--- config.mk ---
export PLATFORM = sky130hd
export DESIGN_NAME = ekq_queue
export DESIGN_NICKNAME = d
export VERILOG_FILES = /design/src/rtl/core/ekq_pkg.sv /design/src/rtl/core/ekq_queue.sv
export SDC_FILE = /design/constraint.sdc
export NUM_CORES = 1
export LEC_CHECK = 0
export BUFFER_PORTS_ARGS = -buffer_cell sky130_fd_sc_hd__buf_2
export CAP_MARGIN = 20
export CORE_ASPECT_RATIO = 1.1
export CORE_MARGIN = 1.5
export CORE_UTILIZATION = 40
export DETAILED_ROUTE_END_ITERATION = 6
export PLACE_DENSITY = 0.66
export SLEW_MARGIN = 0
export SYNTH_ARGS = -nofsm -noshare
export SYNTH_HDL_FRONTEND = slang
export SYNTH_SLANG_ARGS = --single-unit
--- constraint.sdc ---
create_clock -name clk -period 6.7 [get_ports clk]
set_clock_uncertainty 0.1 [all_clocks]
set_input_delay 2.01 -clock clk [delete_from_list [all_inputs] [get_ports clk]]
set_output_delay 2.01 -clock clk [all_outputs]
set_load 0.05 [all_outputs]
--- src/rtl/core/ekq_pkg.sv ---
// Shared types, constants and saturating helpers for the elastodynamic kernel quadrature block.
// Used by every module under rtl/core; depends on nothing.
package ekq_pkg;

    localparam int FRAC_BITS_DEF = 16;
    localparam int QUEUE_DEPTH   = 2;
    localparam int NUM_PAIRS     = 6;

    typedef enum logic [2:0] {
        CFG_EXT_X,
        CFG_EXT_Y,
        CFG_EXT_Z,
        CFG_TIME_NOW,
        CFG_SPEED_P,
        CFG_SPEED_S
    } cfg_idx_t;

    typedef struct packed {
        logic signed [31:0] ext_x;
        logic signed [31:0] ext_y;
        logic signed [31:0] ext_z;
        logic signed [31:0] time_now;
        logic        [30:0] speed_p;
        logic        [30:0] speed_s;
    } cfg_t;

    typedef struct packed {
        logic signed [31:0] node_x;
        logic signed [31:0] node_y;
        logic signed [31:0] node_z;
        logic signed [31:0] weight;
        logic               last;
    } node_t;

    typedef struct packed {
        logic signed [63:0] m_xx;
        logic signed [63:0] m_yy;
        logic signed [63:0] m_zz;
        logic signed [63:0] m_xy;
        logic signed [63:0] m_xz;
        logic signed [63:0] m_yz;
        logic               overflow;
    } result_t;

    typedef struct packed {
        logic signed [31:0] d_x;
        logic signed [31:0] d_y;
        logic signed [31:0] d_z;
        logic signed [31:0] weight;
        logic               last;
        logic               dsat;
    } qent_t;

    typedef struct packed {
        logic signed [63:0] val;
        logic               ovf;
    } sat_t;

    typedef enum logic [5:0] {
        ST_IDLE,
        ST_SQ,
        ST_SQRT,
        ST_ACTP,
        ST_ACTS,
        ST_DIP,
        ST_DIS,
        ST_DRP,
        ST_DRS,
        ST_DR1,
        ST_TT,
        ST_P1,
        ST_S1,
        ST_RP2,
        ST_RS2,
        ST_W,
        ST_W2,
        ST_I2,
        ST_I3,
        ST_I4,
        ST_I5,
        ST_DA,
        ST_DB,
        ST_XX,
        ST_A1,
        ST_A,
        ST_B1,
        ST_B2,
        ST_B,
        ST_E,
        ST_PW,
        ST_FIN
    } state_t;

    function automatic sat_t qadd(input logic signed [63:0] a, input logic signed [63:0] b);
        sat_t res;
        logic signed [63:0] s;
        s = a + b;
        res.val = s;
        res.ovf = 1'b0;
        if ((a[63] == b[63]) && (s[63] != a[63])) begin
            res.ovf = 1'b1;
            res.val = a[63] ? {1'b1, 63'b0} : {1'b0, {63{1'b1}}};
        end
        return res;
    endfunction

    function automatic sat_t qsub(input logic signed [63:0] a, input logic signed [63:0] b);
        sat_t res;
        logic signed [63:0] s;
        s = a - b;
        res.val = s;
        res.ovf = 1'b0;
        if ((a[63] != b[63]) && (s[63] != a[63])) begin
            res.ovf = 1'b1;
            res.val = a[63] ? {1'b1, 63'b0} : {1'b0, {63{1'b1}}};
        end
        return res;
    endfunction

    // row and column of each of the six distinct kernel entries: xx yy zz xy xz yz
    function automatic logic [1:0] pair_row(input logic [2:0] k);
        logic [1:0] v;
        case (k)
            3'd0:    v = 2'd0;
            3'd1:    v = 2'd1;
            3'd2:    v = 2'd2;
            3'd5:    v = 2'd1;
            default: v = 2'd0;
        endcase
        return v;
    endfunction

    function automatic logic [1:0] pair_col(input logic [2:0] k);
        logic [1:0] v;
        case (k)
            3'd0:    v = 2'd0;
            3'd1:    v = 2'd1;
            3'd2:    v = 2'd2;
            3'd3:    v = 2'd1;
            default: v = 2'd2;
        endcase
        return v;
    endfunction

endpackage

--- src/rtl/core/ekq_queue.sv ---
// Short queue between front and back end, holding the node entries formed by the front end.
// Depends on ekq_pkg.
module ekq_queue (
    input  logic           clk,
    input  logic           rst_n,
    input  logic           push,
    input  ekq_pkg::qent_t push_data,
    output logic           full,
    input  logic           pop,
    output logic           not_empty,
    output ekq_pkg::qent_t pop_data
);
    import ekq_pkg::*;

    localparam int AW = (QUEUE_DEPTH > 1) ? $clog2(QUEUE_DEPTH) : 1;
    localparam int CW = $clog2(QUEUE_DEPTH + 1);

    qent_t          mem [QUEUE_DEPTH];
    logic [AW-1:0]  wr_reg, wr_next;
    logic [AW-1:0]  rd_reg, rd_next;
    logic [CW-1:0]  cnt_reg, cnt_next;

    function automatic logic [AW-1:0] bump(input logic [AW-1:0] p);
        logic [AW-1:0] n;
        if (p == AW'(QUEUE_DEPTH - 1)) begin
            n = '0;
        end
        else begin
            n = p + 1'b1;
        end
        return n;
    endfunction

    assign full      = (cnt_reg == CW'(QUEUE_DEPTH));
    assign not_empty = (cnt_reg != '0);
    assign pop_data  = mem[rd_reg];

    always_comb
    begin
        wr_next  = push ? bump(wr_reg) : wr_reg;
        rd_next  = pop ? bump(rd_reg) : rd_reg;
        cnt_next = cnt_reg + CW'(push) - CW'(pop);
    end

    always_ff @(posedge clk or negedge rst_n)
    begin
        if (!rst_n)
        begin
            wr_reg  <= '0;
            rd_reg  <= '0;
            cnt_reg <= '0;
        end
        else
        begin
            wr_reg  <= wr_next;
            rd_reg  <= rd_next;
            cnt_reg <= cnt_next;
        end
    end

    always_ff @(posedge clk)
    begin
        if (push)
        begin
            mem[wr_reg] <= push_data;
        end
    end

endmodule

== Word-level counts from Yosys, hierarchy flattened ==
Memories as Yosys holds them, arrays and structs flattened.
Index checks and enable logic that the tools add are counted.
Storage, ports and cells
  register bits: 4
  bits in writable memories: 260
  bits of input ports: 134
  output and inout port bits: 132
  logic and storage cells: 14
  memories: 1
Memory list
  mem: depth 2, bits a word 130, read ports 1, clocked after Yosys merged registers in 0, write ports 1, RTL line ekq_queue.sv:18  | qent_t mem [QUEUE_DEPTH];
Cells by class
  add/subtract/negate cells: 4
  equal/unequal tests: 1
  mux-type cells: 4
  reductions and logical operators: 1
Operators by type and width (number)
  1-bit two-way mux: 4
  1-bit adder, second input constant: 2
  2-bit by 1-bit adder with 2-bit output: 1
  2-bit equality test, second input constant: 1
  2-bit nonzero test: 1
  2-bit by 1-bit subtractor with 2-bit output: 1

== Logic depth before layout (Yosys ltp) ==
Gate-level depths: netlist of the first run.
  word-level depth: 2
  mapped depth: 5
  gate-level depth less buffers: 5

== Worst setup path after synthesis of the first run ==
No wires, ideal clock.
  path type: in2reg
  start: input port push
  end: memory mem[0][0] in the netlist's numbering (enable)
  setup time: 0.636 ns
  arrival time: 7.644 ns
  required time: 5.964 ns
  slack: -1.680 ns
  cell stages on the path: 1
  buffers on the path: 0
  path through: nor2b_1
On the way
  word-level cells in the longest chain between the ends: 2
RTL lines
  start: declaration: RTL line ekq_queue.sv:6  | input logic push,
  1-bit two-way mux: RTL line ekq_queue.sv:63  | if (push)
  1-bit two-way mux (implied by the code): RTL line ekq_queue.sv:65  | mem[wr_reg] <= push_data;
  end: declaration: RTL line ekq_queue.sv:18
Every way passes these cells.

==> results of run 1 <==
## per-layer routing
metal  up-vias  routed length (µm)
li1       2235                   -
met2       202                9310
met1      2367                7090
met3        40                1540
met5         -                  13
met4         2                 540
## power by group through the flow
stage	Sequential, mW	Combinational (mW)	Clock (mW)
2_1_floorplan	2.32	2.21	0
3_3_place_gp	2.37	2.56	0
3_5_place_dp	2.39	2.59	0
4_1_cts	2.35	2.60	1.50
5_1_grt	2.38	2.67	1.56
6_report	2.35	2.57	1.46
## stage by stage
| stage | setup WS (ps) | instance area (µm²) |
|---|---|---|
| 2_1_floorplan | 763 | 9960 |
| 3_3_place_gp | 2530 | 11600 |
| 3_5_place_dp | 2470 | 11600 |
| 4_1_cts | 1900 | 12500 |
| 5_1_grt | 1820 | 12500 |
| 6_report | 1960 | 12500 |
## synth_stat cells
library cell  count  area, µm²
and2_1            1       6.26
buf_2             4       20.0
buf_6            10        113
buf_8             1       15.0
dfrtp_1           4        100
edfxtp_1        260       7810
ha_1              2       25.0
inv_1             2       7.51
mux2_2           40        450
mux2_4           90       1350
nor2b_1           2       12.5
or2_2             1       6.26
xor2_1            2       17.5
xor3_1            1       23.8
## cell usage in the layout, fill, tap and decap left out
cell / netlist / final
xor2_1: 2 / 2
buf_2: 4 / 265
xor3_1: 1 / 1
dfrtp_4: 0 / 1
mux2_2: 40 / 40
dfrtp_1: 4 / 3
clkinv_1: 0 / 6
and2_4: 0 / 1
buf_4: 0 / 1
nor2b_1: 2 / 1
mux2_4: 90 / 90
ha_1: 2 / 2
inv_1: 2 / 2
clkbuf_16: 0 / 27
nor2b_4: 0 / 1
or2_2: 1 / 1
clkbuf_1: 0 / 5
buf_12: 0 / 3
edfxtp_1: 260 / 260
bufinv_16: 0 / 4
clkinv_2: 0 / 5
## worst max-delay path: cells and delay by family (launching register included)
family / cells / cell delay (ps)
flops: 1 / 940
buf+inv: 2 / 730
mux: 1 / 390
## kinds of logic after synthesis
| kind of cell | count (synthesis) | share of synthesized area |
|---|---|---|
| buf+inv | 17 | 0.0156 |
| fa+ha+maj | 2 | 0.00251 |
| simple gates | 4 | 0.00251 |
| xor+xnor | 3 | 0.00415 |
| flops | 264 | 0.794 |
| mux | 130 | 0.181 |
## final timing paths
check,endpoint,startpoint,slack [ps]
worst max register to register,mem[1][80],wr_reg,4590
worst min register to register,wr_reg,wr_reg,450
worst min-delay path,wr_reg,wr_reg,450
min in group asynchronous,rd_reg,rst_n,1190
max in group asynchronous,rd_reg,rst_n,5180
worst max-delay path,pop_data[16],rd_reg,1960
## final cells by class
cell class | instances | area [µm²]
clock buffers | 32 | 694
clock inverters | 15 | 168
fillers | 1991 | 12000
inverters | 2 | 7.51
multi-input cells | 139 | 1900
flip-flops and latches | 264 | 7910
well taps | 310 | 388
repair buffers | 269 | 1390
==> results by group, run 1 <==
Run status
  • Outcome: complete, no violations

Critical path
  • CP cell instances: buf_4, mux2_2, buf_2
  • Register-to-Register Path Depth: 2
  • CP Data Required Time: 4590 ps
  • Crit path capture type: primary output
  • CP peak stage delay: 940 ps
  • CP Data Arrival Time: 2630 ps
  • Max FO, Critical Path: 48
  • Slowest cell on crit path: dfrtp_4
  • Crit path kind: flop to primary output
  • CP startpoint kind: flop

Finish
  • Antenna Cells: 0
  • Largest register FFs: 260
  • Fin util: 0.509
  • Layout area overhead: 25.2%
  • Cell Count, Final, Fillers Out: 1031
  • Layout cell share with drive strength beyond 1: 0.609
  • NumNets Final: 839

GRT
  • Global routing's busiest layer: met2
  • Initial antenna violation count: 1
  • Met2 usage: 0.239
  • First-pass GRT wire length: 27.6 mm
  • Met1 Use GR: 0.160
  • Total track usage: 0.137
  • Total gr overflow: 0
  • GR Layer Usage met3: 0.0417
  • Vias in the first global route: 5149
  • Largest net degree at the start of global routing: 131

Detailed routing
  • Wire per inst: 17.9 µm
  • Drc violations: 0
  • Via count: 4846
  • Final wirelength: 18.5 mm
  • Via density: 4.70
  • Drt first pass iters: 4
  • Routed Antenna Nets: 0
  • Initial drt markers: 242

Clock tree
  • Clock tree sinks: 264
  • Maximum root-to-sink buffer count: 3
  • CTS clk-pin slew, worst paths: 60 ps
  • H-Tree Depth: 1
  • CTS tree: yes
  • Post-CTS resize count: 0
  • # hold bufs at CTS: 0
  • Clk Latency, worst-skew pair: 520 ps
  • Total setup buffers inserted after CTS: 0
  • Clk root buf: clkbuf_16
  • Inserted Clock Buffers: 27

Timing
  • Tmin final: 4740 ps
  • Max Clk Rate: 211 MHz
  • Slew headroom: 0.367
  • Slew Viols, Final: 0
  • Worst-Margin Slew: 950 ps
  • Final Setup Violations: 0
  • Final TNS setup: 0 ps
  • Endpoints failing hold: 0
  • RSZ-0062 raised after global routing: false
  • Fin Hold WS: 447 ps
  • Period utilization: 0.708

Logic synthesis
  • Avg Cell Area, Syn: 23.7 µm²
  • Synth cell types: 14
  • Post-synthesis net count: 556
  • Seq/Total Area, Yosys: 0.794
  • Number of synthesized register bits: 264
  • Synth Instances: 420
  • Warnings from Yosys: 0
  • Post-Syn Area: 9960 µm²

Floorplanning
  • Placement Rows: 60
  • Die extent in y: 168 µm
  • Die area: 25800 µm²
  • Initial core utilization: 0.407
  • DIE WIDTH: 153 µm
  • Number of I/O pins: 266
  • Core footprint: 24500 µm²

Job
  • Max-cap check violation count: 0

Power and ir drop
  • Leakage: 4.95 nW
  • Clock share of power: 0.229
  • Psw: 2.49 mW
  • Share of power burned in registers: 0.368
  • Cell Int Power: 3.88 mW
  • Pwr Density: 511 nW/µm²
  • Tot Pwr: 6.38 mW
  • Switching Share: 0.391
  • Logic pwr share: 0.403
  • Worst vdd ir: 0.000300 V

Place
  • Inst Count DP: 984
  • GPL Wtd Cong: 0.712
  • Post-DP HPWL: 12.1 mm
  • Port Buffers: 265

Hold path
  • WHS Path Cells: 1
  • Worst hold path class: flop to flop
(Power assumes the default switching activity.)
==> run 2: changes to the inputs <==
--- a/config.mk
+++ b/config.mk
@@ -5,6 +5,7 @@
 export SDC_FILE = /design/constraint.sdc
 export NUM_CORES = 1
 export LEC_CHECK = 0
+export ABC_AREA = 1
 export BUFFER_PORTS_ARGS = -buffer_cell sky130_fd_sc_hd__buf_2
 export CAP_MARGIN = 20
 export CORE_ASPECT_RATIO = 1.1
==> constraint.sdc (replaced) <==
create_clock -name clk -period 4.2 [get_ports clk]
set_clock_uncertainty 0.1 [all_clocks]
set_input_delay 1.26 -clock clk [delete_from_list [all_inputs] [get_ports clk]]
set_output_delay 1.26 -clock clk [all_outputs]
set_load 0.05 [all_outputs]
==> run 2 against run 1 <==
Flip-flop and latch count unchanged. First-iteration DRC count increased by 18%. Die area increased by 1.8%. Synthesized cell count increased by 68%. Critical endpoint is now pop_data[120].
==> results by group, run 2 <==
Timing
  • Worst-Margin Slew: 847 ps
  • Tmin final: 3580 ps
  • Period utilization: 0.852
  • RSZ-0062 raised after global routing: false
  • Max Clk Rate: 280 MHz
  • Final Setup Violations: 0
  • Slew headroom: 0.436
  • Slew Viols, Final: 0
  • Final TNS setup: 0 ps
  • Endpoints failing hold: 0

Detailed routing
  • Drc violations: 0
  • Wire per inst: 14.6 µm
  • Final wirelength: 19.2 mm
  • Initial drt markers: 286
  • Via density: 4.60
  • Drt first pass iters: 4
  • Routed Antenna Nets: 0
  • Via count: 6030

Power and ir drop
  • Share of power burned in registers: 0.335
  • Cell Int Power: 6.14 mW
  • Leakage: 5.42 nW
  • Switching Share: 0.437
  • Worst vdd ir: 0.000524 V
  • Logic pwr share: 0.419
  • Clock share of power: 0.246
  • Pwr Density: 855 nW/µm²
  • Psw: 4.76 mW

Logic synthesis
  • Top_reg_cell synth: edfxtp_1
  • Dominant cells by area after synthesis: edfxtp_1, o21ai_2, inv_1, nand2_1, o21ai_0
  • Synth area leader: edfxtp_1
  • Share of the synthesized area in the top cell type: 0.770
  • Synth cell types: 17
  • Mux cell area share after synthesis: 0
  • Number of synthesized register bits: 264
  • Seq/Total Area, Yosys: 0.780
  • Post-synthesis adder-cell area fraction: 0.00247
  • Post-Syn Area: 10100 µm²
  • Combinational family with the most area after synthesis: compound AO/OA/AOI/OAI gates
  • Compound-Gate Fraction of Synth Area: 0.0864
  • Warnings from Yosys: 0
  • Async set or reset register ratio after synthesis: 0.0152
  • Most frequent cell after synthesis: edfxtp_1
  • Avg Cell Area, Syn: 14.4 µm²
  • Synth cell count leaders: edfxtp_1, inv_1, nand2_1
  • Synth Instances: 704
  • Post-Synth Simple-Gate Area: 0.0520
  • Number of synthesized flops with an enable pin: 260
  • Post-synthesis net count: 840
  • XOR/XNOR share of the synthesized area: 0.00173

Clock tree
  • # hold bufs at CTS: 0
  • Post-CTS resize count: 0
  • Maximum root-to-sink buffer count: 3
  • Clk Latency, worst-skew pair: 520 ps
  • Inserted Clock Buffers: 28
  • Clk root buf: clkbuf_16
  • H-Tree Depth: 1
  • Total setup buffers inserted after CTS: 0
  • CTS clk-pin slew, worst paths: 60 ps
  • Clock tree sinks: 264
  • CTS tree: yes

Critical path
  • CP Data Arrival Time: 2220 ps
  • Launch point of the worst reg-to-reg path: wr_reg
  • CP Launch Point: rd_reg
  • Crit path kind: flop to primary output
  • Max FO, Critical Path: 122
  • CP Data Required Time: 2840 ps
  • CP startpoint kind: flop
  • Crit path capture type: primary output

Finish
  • NumNets Final: 1113
  • Layout cell share with drive strength beyond 1: 0.377
  • Layout area overhead: 25.7%
  • Largest register FFs: 260
  • Fin util: 0.516
  • Commonest non-fill, non-tap cell in the layout: buf_2
  • Commonest cells after routing, fill and taps aside: buf_2, edfxtp_1, nand2_1, inv_1, o21ai_2
  • Final Cell Area: 12700 µm²

Floorplanning
  • DIE WIDTH: 155 µm
  • Placement Rows: 60
  • Initial core utilization: 0.410
  • Die area: 26300 µm²
  • Number of I/O pins: 266
  • Core footprint: 24700 µm²
  • Die extent in y: 170 µm

Place
  • Post-DP HPWL: 12.5 mm
  • Port Buffers: 265
  • Placed Area: 11700 µm²
  • GPL Wtd Cong: 0.761

GRT
  • Total gr overflow: 0
  • First-pass GRT wire length: 29.1 mm
  • Initial antenna violation count: 5
  • Vias in the first global route: 5875
  • Largest net degree at the start of global routing: 123
  • Total track usage: 0.141

Hold path
  • Worst hold path class: primary input to asynchronous set/reset pin

Job
  • Max-cap check violation count: 0

Run status
  • Outcome: complete, no violations
run 2: changes by cell type in the layout (fill, tap and decap cells not counted), sizes merged, moves of 4 or more:
cell / change
diode: +5
bufinv: +4
nand2: +137
inv: +134
mux2: -130
o21ai: +130
run 2: worst max-delay path, stage by stage, from the launching register on:
cell and delay, ps:
dfrtp_4 640, buf_12 410, nand2_1 130, o21ai_1 120, buf_2 280
run 2: power groups by stage:
stage	logic, mW	clock network [mW]	registers (mW)
after floorplan	3.76	0	3.67
after global placement	4.59	0	3.69
after detailed placement	4.62	0	3.71
after CTS	4.63	2.75	3.66
after global routing	4.84	2.86	3.70
final	4.56	2.68	3.65
run 2: kinds of logic (layout without fill, tap and decap cells):
kind of cell	count (synthesis)	after routing
AO/OA/AOI/OAI	130	130
buffers and inverters	166	459
XOR/XNOR	2	2
AND/OR/NAND/NOR	140	140
other	0	5
flip-flops	264	264
adder cells (fa/ha/maj)	2	2
run 2: final timing paths:
check / cells past startpoint / slack (ps) / end
max reg2reg: 2 / 2410 / mem[0][115]
max in group asynchronous: 1 / 3430 / rd_reg
min in group clk: 1 / 440 / wr_reg
min reg2reg: 1 / 440 / wr_reg
max: 4 / 620 / pop_data[120]
min: 1 / 430 / cnt_reg[0]
run 2: area by class of cell:
| type | count | area (µm²) |
|---|---|---|
| Inverter | 137 | 518 |
| Clock inverter | 20 | 290 |
| Fill cell | 2114 | 12000 |
| Antenna cell | 5 | 12.5 |
| Timing Repair Buffer | 272 | 1440 |
| Clock buffer | 30 | 729 |
| Sequential cell | 264 | 7910 |
| Tap cell | 310 | 388 |
| Multi-Input combinational cell | 274 | 1450 |
run 2: layer usage:
metal,global-route usage,share of wire,wire length (µm)
met4,0.0556,0.026,490
met1,0.153,0.38,7350
met5,0,0.00068,13
met2,0.254,0.51,9740
met3,0.0461,0.083,1600
run 2: stage by stage:
step                total power, mW  hold slack, ps  setup slack (ps)  std cells
finish                         10.9             431               623       1312
global route                   11.4             415               474       1310
CTS                            11.0             406               610       1307
detailed placement             8.33             433              1200       1257
global placement               8.28             428              1230       1257
floorplan                      7.43             413               447        704
