## config.mk

```make
export PLATFORM = sky130hd
export DESIGN_NAME = ekq_front
export DESIGN_NICKNAME = d
export VERILOG_FILES = /design/src/rtl/core/ekq_pkg.sv /design/src/rtl/core/ekq_front.sv
export SDC_FILE = /design/constraint.sdc
export NUM_CORES = 1
export LEC_CHECK = 0
export BUFFER_PORTS_ARGS = -buffer_cell sky130_fd_sc_hd__clkbuf_2
export CAP_MARGIN = 30
export CORE_AREA = 2 2 177 179
export DETAILED_ROUTE_END_ITERATION = 6
export DIE_AREA = 0 0 179 181
export RECOVER_POWER = 100
export SYNTH_ARGS = -nofsm -noshare
export SYNTH_HDL_FRONTEND = slang
export SYNTH_SLANG_ARGS = --single-unit
```

## constraint.sdc

```tcl
create_clock -name vclk -period 6.7
set_clock_uncertainty 0.2 [all_clocks]
set_input_delay 0.335 -clock vclk [all_inputs]
set_output_delay 0.335 -clock vclk [all_outputs]
set_load 0.01 [all_outputs]
```

## src/rtl/core/ekq_pkg.sv

```systemverilog
// Shared types, constants and saturating helpers for the elastodynamic kernel quadrature block.
// Used by every module under rtl/core; depends on nothing.
package ekq_pkg;

    localparam int FRAC_BITS_DEF = 16;
    localparam int QUEUE_DEPTH   = 2;
    localparam int NUM_PAIRS     = 6;

    typedef enum logic [2:0] {
        CFG_EXT_X,
        CFG_EXT_Y,
        CFG_EXT_Z,
        CFG_TIME_NOW,
        CFG_SPEED_P,
        CFG_SPEED_S
    } cfg_idx_t;

    typedef struct packed {
        logic signed [31:0] ext_x;
        logic signed [31:0] ext_y;
        logic signed [31:0] ext_z;
        logic signed [31:0] time_now;
        logic        [30:0] speed_p;
        logic        [30:0] speed_s;
    } cfg_t;

    typedef struct packed {
        logic signed [31:0] node_x;
        logic signed [31:0] node_y;
        logic signed [31:0] node_z;
        logic signed [31:0] weight;
        logic               last;
    } node_t;

    typedef struct packed {
        logic signed [63:0] m_xx;
        logic signed [63:0] m_yy;
        logic signed [63:0] m_zz;
        logic signed [63:0] m_xy;
        logic signed [63:0] m_xz;
        logic signed [63:0] m_yz;
        logic               overflow;
    } result_t;

    typedef struct packed {
        logic signed [31:0] d_x;
        logic signed [31:0] d_y;
        logic signed [31:0] d_z;
        logic signed [31:0] weight;
        logic               last;
        logic               dsat;
    } qent_t;

    typedef struct packed {
        logic signed [63:0] val;
        logic               ovf;
    } sat_t;

    typedef enum logic [5:0] {
        ST_IDLE,
        ST_SQ,
        ST_SQRT,
        ST_ACTP,
        ST_ACTS,
        ST_DIP,
        ST_DIS,
        ST_DRP,
        ST_DRS,
        ST_DR1,
        ST_TT,
        ST_P1,
        ST_S1,
        ST_RP2,
        ST_RS2,
        ST_W,
        ST_W2,
        ST_I2,
        ST_I3,
        ST_I4,
        ST_I5,
        ST_DA,
        ST_DB,
        ST_XX,
        ST_A1,
        ST_A,
        ST_B1,
        ST_B2,
        ST_B,
        ST_E,
        ST_PW,
        ST_FIN
    } state_t;

    function automatic sat_t qadd(input logic signed [63:0] a, input logic signed [63:0] b);
        sat_t res;
        logic signed [63:0] s;
        s = a + b;
        res.val = s;
        res.ovf = 1'b0;
        if ((a[63] == b[63]) && (s[63] != a[63])) begin
            res.ovf = 1'b1;
            res.val = a[63] ? {1'b1, 63'b0} : {1'b0, {63{1'b1}}};
        end
        return res;
    endfunction

    function automatic sat_t qsub(input logic signed [63:0] a, input logic signed [63:0] b);
        sat_t res;
        logic signed [63:0] s;
        s = a - b;
        res.val = s;
        res.ovf = 1'b0;
        if ((a[63] != b[63]) && (s[63] != a[63])) begin
            res.ovf = 1'b1;
            res.val = a[63] ? {1'b1, 63'b0} : {1'b0, {63{1'b1}}};
        end
        return res;
    endfunction

    // row and column of each of the six distinct kernel entries: xx yy zz xy xz yz
    function automatic logic [1:0] pair_row(input logic [2:0] k);
        logic [1:0] v;
        case (k)
            3'd0:    v = 2'd0;
            3'd1:    v = 2'd1;
            3'd2:    v = 2'd2;
            3'd5:    v = 2'd1;
            default: v = 2'd0;
        endcase
        return v;
    endfunction

    function automatic logic [1:0] pair_col(input logic [2:0] k);
        logic [1:0] v;
        case (k)
            3'd0:    v = 2'd0;
            3'd1:    v = 2'd1;
            3'd2:    v = 2'd2;
            3'd3:    v = 2'd1;
            default: v = 2'd2;
        endcase
        return v;
    endfunction

endpackage

```

## src/rtl/core/ekq_front.sv

```systemverilog
// Front end: takes node transfers, forms the saturated distance vector to the external point.
// Depends on ekq_pkg; feeds ekq_queue.
module ekq_front (
    input  ekq_pkg::node_t node,
    input  logic           node_valid,
    output logic           node_stall,
    input  ekq_pkg::cfg_t  cfg,
    input  logic           q_full,
    output logic           q_push,
    output ekq_pkg::qent_t q_data
);
    import ekq_pkg::*;

    logic sx, sy, sz;
    logic signed [31:0] dx, dy, dz;

    function automatic logic signed [32:0] diff33(input logic signed [31:0] a,
                                                  input logic signed [31:0] b);
        logic signed [32:0] d;
        d = {a[31], a} - {b[31], b};
        return d;
    endfunction

    function automatic logic signed [31:0] clamp32(input logic signed [32:0] d);
        logic signed [31:0] v;
        if (d[32] != d[31]) begin
            v = d[32] ? {1'b1, 31'b0} : {1'b0, {31{1'b1}}};
        end
        else begin
            v = d[31:0];
        end
        return v;
    endfunction

    always_comb
    begin
        logic signed [32:0] ex, ey, ez;
        ex = diff33(node.node_x, cfg.ext_x);
        ey = diff33(node.node_y, cfg.ext_y);
        ez = diff33(node.node_z, cfg.ext_z);
        sx = ex[32] != ex[31];
        sy = ey[32] != ey[31];
        sz = ez[32] != ez[31];
        dx = clamp32(ex);
        dy = clamp32(ey);
        dz = clamp32(ez);
    end

    assign node_stall    = q_full;
    assign q_push        = node_valid & ~q_full;
    assign q_data.d_x    = dx;
    assign q_data.d_y    = dy;
    assign q_data.d_z    = dz;
    assign q_data.weight = node.weight;
    assign q_data.last   = node.last;
    assign q_data.dsat   = sx | sy | sz;

endmodule

```

* After elaboration in Yosys (flattened, before gate mapping)
Cells that the tools add are included.
Word-level totals: flip-flop bits (word level) 0, latch bits 0, memory bits (writable) 0, memory bits (read-only) 0, input bits 321, output and inout bits 132, word-level logic and storage cells 16, memories kept 0
Operators by class: add/sub/neg operators 3, multiply operators 0, divide/modulo/power cells 0, magnitude comparators 0, eq/ne operators 3, shift operators 0, muxes and demuxes 6, bitwise logic cells 4, reductions and logical operators 0
Operator list (count):
- 32-bit 2-to-1 mux | 6
- 32-bit by 32-bit subtractor with 33-bit output | 3
- 1-bit != test | 3
- 1-bit bitwise OR | 2
- 1-bit bitwise AND | 1
- 1-bit inverter | 1

* Logic depth before layout (Yosys ltp)
Gate-level depths: netlist of run 1.
depth in word-level cells 4, gate-level depth with buffers 15, gate-level depth less buffers 14

* Worst setup path before layout of run 1
Ideal clock, no wire load.
path type input to output, start point input node[33] (netlist name), end point output q_data[46] (netlist name), arrival 3068 ps, data required time 6165 ps, setup slack 3097 ps, cell stages on the path 15, path buffers 1, cell sequence inv_1 -> ha_1 -> inv_1 -> fa_1 -> a21oi_1 -> o21ai_0 -> a21oi_1 -> a211oi_1 -> o41ai_2 -> o31ai_2 -> a21oi_1 -> nand3_1 -> mux2i_2 -> buf_2 -> o21ai_0
RTL lines:
- start: declaration | RTL line ekq_front.sv:4 | input ekq_pkg::node_t node,
- end: declaration | RTL line ekq_front.sv:10 | output ekq_pkg::qent_t q_data

==> results.json, run 1 <==
{
  "crit_slowest_cell": "a31oi_1",
  "post_synth_num_cell_types": 76,
  "cp_data_arrival_time_ns": 4.88,
  "fin_worst_hold_slack_ns": 0.470,
  "postCtsResizedCells": 0,
  "grt_first_pass_wirelength_um": 33700,
  "grt_overflow": 0,
  "ratio_of_cells_with_drive_above_1_in_the_final_layout": 0.206,
  "wl_met1_um": 9690,
  "layout.filler_cells": 3483,
  "cts_setup_buffers": 0,
  "slew_violations": 0,
  "floorplan.initialDensity": 0.203,
  "leakage_nw": 3.93,
  "flow.area_growth_from_synthesis_pct": 23.4,
  "floorplan.die.width_um": 179,
  "worst_setup_path_end_kind": "output port",
  "floorplan.core_area_um2": 30300,
  "power_density_nw_per_um2": 130,
  "path_cells": "clkbuf_2 > inv_1 > ha_1 > inv_1 > fa_1 > a21o_1 > a22oi_1 > a21oi_1 > a31oi_1 > o31ai_1 > nand3_2 > or2_4 > a31oi_1 > nor2_1 > clkbuf_1 > o21ai_0 > clkbuf_2",
  "layout_min_cycle_time_ns": 5.42,
  "ys.warnings.count": 0,
  "dp_cell_count": 1560,
  "timing.final.crit_share": 0.809,
  "critical-path-top-delay-family": "compound AO/OA/AOI/OAI gates",
  "die_h_um": 181,
  "design.die.area_um2": 32400,
  "vias_per_cell": 4.69,
  "setup_violations": 0,
  "critical-path-max-stage-delay_ns": 0.82,
  "cap_viol_max_count": 0,
  "rsz0062_at_grt": "false",
  "vias_in_the_first_global_route": 6869,
  "run_status": "finished clean",
  "rows": 64,
  "fin_tns_setup_ns": 0,
  "hold_path_class": "in2out",
  "routed-via-count": 7331,
  "worst_pin_slew_ns": 1.02,
  "critPathBufInv": 5,
  "timing.fmax_mhz": 185,
  "clock_buffer_count": 0,
  "cp_max_fo": 11,
  "uppermost_signal_routing_layer_after_detailed_routing": "met4",
  "max-slew-margin-rel": 0.317,
  "gp_congestion": 0.917,
  "vdd_drop_max_uv": 51.5,
  "synth.net_count": 1351,
  "port_buffers": 293,
  "synth_cells": 931,
  "wl_um": 21700,
  "final_cell_count_no_fill": 1563,
  "total_power_w": 0.000991,
  "cts_hold_buf": 0,
  "initialDrtViolationCount": 287,
  "grt_start_max_net_pins": 28,
  "n_sequential_cell": 0,
  "postSynthAreaPerCell_um2": 6.63,
  "dr_wl_met2_um": 10300,
  "grt_resource_usage_total": 0.124,
  "synth.yosys.seq_area_share": 0,
  "finish.net_count": 1586,
  "post-dp-hpwl_um": 19200,
  "synth.cell_area_um2": 6170,
  "met3_wirelength_um": 1300,
  "route.antenna.remaining_nets": 0,
  "sequential_cell_area_um2": 0,
  "startpoint_type": "primary input",
  "path_class": "in2out",
  "dr_pass1_iterations": 4,
  "number_of_remaining_drc_errors": 0,
  "data_required_time_at_the_worst_endpoint_ns": 6.16,
  "final_hold_viol_count": 0,
  "post_drt_wl_per_cell_um": 13.9,
  "i_o_pins": 453,
  "antenna_found_initial": 3
}
==> where the power goes <==
group / switching (W) / internal, W / leakage (nW) / total, W
clock network: 0 / 0.0000000000600 / 0.0000190 / 0.0000000000600
registers: 0 / 0 / 0 / 0
logic: 0.000599 / 0.000392 / 3.93 / 0.000991
==> cell usage in the layout, fill, tap and decap left out, drive strengths merged, types with 3 or more instances in the layout <==
| cell | count |
|---|---|
| a211oi | 4 |
| a21o | 44 |
| a21oi | 141 |
| a31oi | 16 |
| and2 | 5 |
| and3 | 9 |
| clkbuf | 296 |
| diode | 3 |
| fa | 3 |
| ha | 96 |
| inv | 123 |
| maj3 | 5 |
| nand2 | 57 |
| nand2b | 13 |
| nand3 | 22 |
| nand4 | 6 |
| nor2 | 37 |
| nor2b | 12 |
| nor3 | 4 |
| o211ai | 6 |
| o21a | 12 |
| o21ai | 95 |
| o21bai | 8 |
| o31ai | 11 |
| o41ai | 3 |
| or3 | 4 |
| xnor2 | 52 |
| xor2 | 39 |
==> layout make-up <==
cell class	count	area, um^2	share of cell area
timing repair buffer	298	1400	0.183
multi-input combinational	743	5250	0.690
tap	396	495	0.0651
inverter	123	462	0.0606
antenna	3	7.51	0.000986
==> synth_stat cells, drive strengths merged (2+ instances only) <==
| cell type | number | area share |
|---|---|---|
| a2111oi | 2 | 0.0028 |
| a211oi | 4 | 0.0049 |
| a21o | 44 | 0.054 |
| a21oi | 141 | 0.12 |
| a221o | 2 | 0.0032 |
| a221oi | 2 | 0.0039 |
| a31o | 2 | 0.0028 |
| a31oi | 16 | 0.019 |
| and2 | 5 | 0.0051 |
| and3 | 9 | 0.0091 |
| buf | 52 | 0.059 |
| clkbuf | 13 | 0.0081 |
| fa | 3 | 0.0097 |
| ha | 96 | 0.19 |
| inv | 123 | 0.075 |
| maj3 | 5 | 0.0081 |
| mux2 | 2 | 0.0043 |
| mux2i | 2 | 0.0039 |
| nand2 | 57 | 0.036 |
| nand2b | 13 | 0.013 |
| nand3 | 22 | 0.019 |
| nand4 | 6 | 0.0061 |
| nor2 | 37 | 0.023 |
| nor2b | 12 | 0.012 |
| nor3 | 4 | 0.0032 |
| nor4 | 2 | 0.0020 |
| o211ai | 6 | 0.0073 |
| o21a | 12 | 0.015 |
| o21ai | 95 | 0.078 |
| o21bai | 8 | 0.0097 |
| o221a | 2 | 0.0051 |
| o31a | 2 | 0.0030 |
| o31ai | 11 | 0.015 |
| o41ai | 3 | 0.0055 |
| or2 | 2 | 0.0024 |
| or3 | 4 | 0.0041 |
| or4 | 2 | 0.0024 |
| xnor2 | 52 | 0.075 |
| xor2 | 39 | 0.055 |
==> per-layer routing <==
| layer | track usage | vias to the layer above |
|---|---|---|
| li1 | - | 3714 |
| met1 | 0.163 | 3339 |
| met2 | 0.222 | 250 |
| met3 | 0.0103 | 28 |
| met4 | 0.0231 | 0 |
| met5 | 0 | - |
==> path summary, 6_finish.rpt <==
check      from     endpoint  depth (start not counted)
min    node[12]   q_data[13]                          0
max    node[97]  q_data[111]                         17
==> stage by stage <==
stage	utilization	area (um^2)	setup WS, ns
3_3_place_gp	0.255	7750	1.78
2_1_floorplan	-	6170	3.10
4_1_cts	0.256	7760	1.86
3_5_place_dp	0.256	7760	1.88
6_report	0.251	7610	1.28
5_1_grt	0.251	7610	0.851
==> cells by family (layout without fill, tap and decap cells) <==
| kind of cell | after synthesis | after routing | share of synthesized area |
|---|---|---|---|
| AO/OA/AOI/OAI | 365 | 365 | 0.363 |
| XOR/XNOR | 91 | 91 | 0.130 |
| adder cells (fa/ha/maj) | 104 | 104 | 0.213 |
| buffers and inverters | 188 | 421 | 0.142 |
| multiplexers | 4 | 4 | 0.00811 |
| other | 0 | 3 | 0 |
| AND/OR/NAND/NOR | 179 | 179 | 0.143 |
No activity file was read; power rests on OpenSTA's default activity.
==> run 2, diff against run 1 <==
==> constraint.sdc (replaced) <==
create_clock -name vclk -period 4.6
set_clock_uncertainty 0.2 [all_clocks]
set_input_delay 0.23 -clock vclk [all_inputs]
set_output_delay 0.23 -clock vclk [all_outputs]
set_load 0.01 [all_outputs]
==> run 2 against run 1 <==
Design area up 1.9%. Utilization up 0.48 points. First-iteration DRC count up 1.7%. Combinational power up 51%. Global-route usage up 0.25 points. Setup slack worse by 0.90 ns. Power up 51%. Count of clock-buffer cells in the layout unchanged. Die area unchanged. Critical path type unchanged.
==> results.json, run 2 (synthesis gave the netlist of run 1 again) <==
{
  "run_status": "finished clean",
  "route.antenna.remaining_nets": 0,
  "wl_um": 21900,
  "clock_buffer_count": 0,
  "layout.filler_cells": 3457,
  "floorplan.core_area_um2": 30300,
  "postCtsResizedCells": 0,
  "grt_first_pass_wirelength_um": 34600,
  "cp_max_fo": 9,
  "number_of_remaining_drc_errors": 0,
  "floorplan.die.width_um": 179,
  "cts_hold_buf": 0,
  "max-slew-margin-rel": 0.548,
  "worst_setup_path_end_kind": "output port",
  "slew_violations": 0,
  "data_required_time_at_the_worst_endpoint_ns": 4.17,
  "design.die.area_um2": 32400,
  "power_density_nw_per_um2": 193,
  "antenna_found_initial": 4,
  "port_buffers": 293,
  "critical-path-max-stage-delay_ns": 0.49,
  "post_drt_wl_per_cell_um": 13.9,
  "grt_resource_usage_total": 0.127,
  "sequential_cell_area_um2": 0,
  "die_h_um": 181,
  "vias_per_cell": 4.64,
  "fin_tns_setup_ns": 0,
  "groute.layer.met2.usage": 0.224,
  "setup_violations": 0,
  "layout_commonest_cell": "clkbuf_2",
  "cap_viol_max_count": 0,
  "grt_start_max_net_pins": 25,
  "gr-max-usage-layer": "met2",
  "grt_util_met3": 0.00989,
  "worst_pin_slew_ns": 0.671,
  "flow.area_growth_from_synthesis_pct": 25.8,
  "final_util": 0.256,
  "post-dp-hpwl_um": 19300,
  "ratio_of_cells_with_drive_above_1_in_the_final_layout": 0.225,
  "gp_congestion": 0.921,
  "leakage_nw": 4.02,
  "crit_slowest_cell": "o31ai_1",
  "timing.final.crit_share": 0.916,
  "grt.met1_usage": 0.167,
  "critical-path-top-delay-family": "compound AO/OA/AOI/OAI gates",
  "dr_pass1_iterations": 5,
  "path_class": "in2out",
  "hold_path_class": "in2out",
  "n_sequential_cell": 0,
  "timing.fmax_mhz": 237,
  "finish.net_count": 1600,
  "cp_data_arrival_time_ns": 3.78,
  "vias_in_the_first_global_route": 7109,
  "final_cell_mix": "223 x clkbuf_2, 139 x a21oi_1, 123 x inv_1, 96 x ha_1, 85 x o21ai_0",
  "grt_overflow": 0,
  "i_o_pins": 453,
  "final_hold_viol_count": 0,
  "vdd_drop_max_uv": 87.6,
  "layout_min_cycle_time_ns": 4.21,
  "rows": 64,
  "initialDrtViolationCount": 292,
  "rsz0062_at_grt": "false",
  "dp_cell_count": 1574,
  "final_cell_count_no_fill": 1578,
  "critPathBufInv": 6,
  "startpoint_type": "primary input",
  "cts_setup_buffers": 0,
  "timing.critical_path.mode_cell": "clkbuf_2",
  "path_cells": "clkbuf_2 > inv_1 > ha_1 > inv_1 > fa_1 > a21o_1 > a22oi_1 > a21oi_1 > a31oi_1 > o31ai_1 > nand3_2 > or2_4 > a31oi_4 > clkbuf_1 > nor2_1 > clkbuf_2 > o21ai_1 > clkbuf_2",
  "routed-via-count": 7327,
  "floorplan.initialDensity": 0.203
}
[run 2: report_power, final]
group | total, W | switching (W) | internal (W)
Combinational | 0.00150 | 0.000887 | 0.000609
Clock | 0.000000000116 | 0 | 0.000000000116
Sequential | 0 | 0 | 0
Total | 0.00150 | 0.000887 | 0.000609
[run 2: routing by layer]
metal	share of wire	wire length [um]
met5	0	0
met4	0.021	453
met3	0.064	1400
met2	0.47	10400
met1	0.44	9630
[run 2: worst paths after layout]
kind,from,endpoint,slack (ns),cells past startpoint
setup / recovery,node[97],q_data[104],0.39,18
hold / removal,node[12],q_data[13],0.26,0
[run 2: cell type report]
cell class	instances	area [um^2]	share of cell area
multi-input combinational	743	5290	0.682
timing repair buffer	312	1500	0.194
tap	396	495	0.0639
inverter	123	462	0.0595
antenna	4	10.0	0.00129
[run 2: per-stage QoR]
| stage | setup WS (ns) | total power [W] | hold WS (ns) | instance area (um^2) |
|---|---|---|---|---|
| detailed placement | 0.473 | 0.00155 | 0.260 | 7860 |
| global placement | 0.490 | 0.00154 | 0.260 | 7860 |
| finish | 0.385 | 0.00150 | 0.260 | 7760 |
| floorplan | 1.21 | 0.00100 | 0.306 | 6170 |
| CTS | 0.453 | 0.00156 | 0.260 | 7860 |
| global route | 0.0826 | 0.00167 | 0.260 | 7760 |
==> run 3, diff against run 2 <==
--- a/config.mk
+++ b/config.mk
@@ -10,6 +10,7 @@
 export CORE_AREA = 2 2 177 179
 export DETAILED_ROUTE_END_ITERATION = 6
 export DIE_AREA = 0 0 179 181
+export PLACE_DENSITY_LB_ADDON = 0.15
 export RECOVER_POWER = 100
 export SYNTH_ARGS = -nofsm -noshare
 export SYNTH_HDL_FRONTEND = slang
==> run 3 against run 2 <==
Power shrank 0.92%. Largest cell class unchanged. Via count shrank 2.2%. Final cell count shrank 0.38%. Highest routed layer is now met5. Setup slack gained 0.051 ns.
==> results.json, run 3 (synthesis gave the netlist of run 1 again) <==
{
  "cap_viol_max_count": 0,
  "floorplan.core_area_um2": 30300,
  "grt_overflow": 0,
  "slew_violations": 0,
  "layout_min_cycle_time_ns": 4.16,
  "run_status": "finished clean",
  "grt_start_max_net_pins": 31,
  "cts_hold_buf": 0,
  "timing.critical_path.mode_cell": "a21oi_1",
  "gp_congestion": 0.846,
  "initialDrtViolationCount": 332,
  "seq_power_share": 0,
  "postCtsResizedCells": 0,
  "data_required_time_at_the_worst_endpoint_ns": 4.17,
  "routed-via-count": 7165,
  "switching_share": 0.601,
  "p_int_w": 0.000591,
  "timing.hold.worst_path_depth": 0,
  "hold_path_class": "in2out",
  "fin_tns_setup_ns": 0,
  "post_drt_wl_per_cell_um": 14.5,
  "setup_violations": 0,
  "worst_setup_path_end_kind": "output port",
  "critical-path-max-stage-delay_ns": 0.42,
  "postPlaceCellArea_um2": 7830,
  "dr_pass1_iterations": 6,
  "floorplan.die.width_um": 179,
  "number_of_remaining_drc_errors": 0,
  "rows": 64,
  "ratio_of_cells_with_drive_above_1_in_the_final_layout": 0.210,
  "cp_data_arrival_time_ns": 3.73,
  "vias_in_the_first_global_route": 7011,
  "met3_wirelength_um": 1800,
  "n_sequential_cell": 0,
  "timing.final.crit_share": 0.905,
  "final_cell_count_no_fill": 1572,
  "p_comb_frac": 1.000,
  "dp_cell_count": 1568,
  "dr_wl_met2_um": 10200,
  "post-dp-hpwl_um": 19800,
  "die_h_um": 181,
  "switchingPower_w": 0.000891,
  "clkPwrFrac": 0,
  "i_o_pins": 453,
  "vdd_drop_max_uv": 74.7,
  "crit_slowest_cell": "fa_1",
  "vias_per_cell": 4.56,
  "cts_setup_buffers": 0,
  "grt_resource_usage_total": 0.132,
  "uppermost_signal_routing_layer_after_detailed_routing": "met5",
  "worst_pin_slew_ns": 0.761,
  "port_buffers": 293,
  "finish.net_count": 1594,
  "sequential_cell_area_um2": 0,
  "power_density_nw_per_um2": 192,
  "flow.area_growth_from_synthesis_pct": 25.1,
  "startpoint_type": "primary input",
  "layout.cell_area.non_filler_um2": 7710,
  "design.die.area_um2": 32400,
  "final_hold_viol_count": 0,
  "route.antenna.remaining_nets": 0,
  "leakage_nw": 3.96,
  "wl_met1_um": 10600,
  "rsz0062_at_grt": "false",
  "floorplan.initialDensity": 0.203,
  "clock_buffer_count": 0,
  "max-slew-margin-rel": 0.491,
  "layout_commonest_cell": "clkbuf_2",
  "path_cells": "clkbuf_2 > inv_1 > ha_1 > inv_1 > fa_1 > a21oi_1 > o21ai_0 > a21oi_1 > a211oi_1 > o41ai_2 > clkbuf_1 > o31ai_2 > a21oi_1 > nand3_1 > nand3_1 > buf_4 > a21bo_2 > clkbuf_1",
  "timing.fmax_mhz": 240,
  "antenna_found_initial": 5,
  "grt_first_pass_wirelength_um": 35600,
  "path_class": "in2out",
  "final_cell_mix": "208 x clkbuf_2, 139 x a21oi_1, 123 x inv_1, 96 x ha_1, 87 x clkbuf_1",
  "cp_max_fo": 22,
  "wl_um": 22800
}
[run 3: cell types whose count changed in the layout (fill, tap and decap cells not counted), sizes merged]
cell    previous run  this run
buf               14        11
clkbuf           298       295
[run 3: layout make-up]
| type | count | area, um^2 |
|---|---|---|
| multi-input combinational | 743 | 5290 |
| inverter | 123 | 462 |
| timing repair buffer | 306 | 1460 |
| fill | 3521 | 22600 |
| tap | 396 | 495 |
| antenna | 4 | 10.0 |
[run 3: final timing paths]
path                      from          to  slack, ns
worst max-delay path  node[33]  q_data[58]       0.44
worst min-delay path  node[12]  q_data[13]       0.26
[run 3: metal layers]
| layer | vias to the layer above | track usage |
|---|---|---|
| met5 | - | 0 |
| met4 | 2 | 0.00878 |
| met3 | 16 | 0.0293 |
| met2 | 215 | 0.221 |
| met1 | 3201 | 0.179 |
| li1 | 3731 | - |
[run 3: worst max-delay path: cells and delay by family]
kind | cells | cell delay, ns
compound gates | 8 | 1.73
fa+ha+maj | 2 | 0.62
buf+inv | 6 | 0.82
simple gates | 2 | 0.33
[run 3: through the flow]
step,setup slack (ns),total power (W),hold slack [ns],util
after global placement,0.401,0.00156,0.260,0.258
after floorplan,1.21,0.00100,0.306,-
final,0.436,0.00148,0.260,0.254
after global routing,0.112,0.00166,0.260,0.254
after detailed placement,0.312,0.00155,0.260,0.258
after CTS,0.351,0.00156,0.260,0.258
[run 3: power groups by stage]
stage,Combinational (W),Sequential [W],Clock [W]
global placement,0.00156,0,0
detailed placement,0.00155,0,0
CTS,0.00156,0,0
floorplan,0.00100,0,0
finish,0.00148,0,0.000000000116
global route,0.00166,0,0
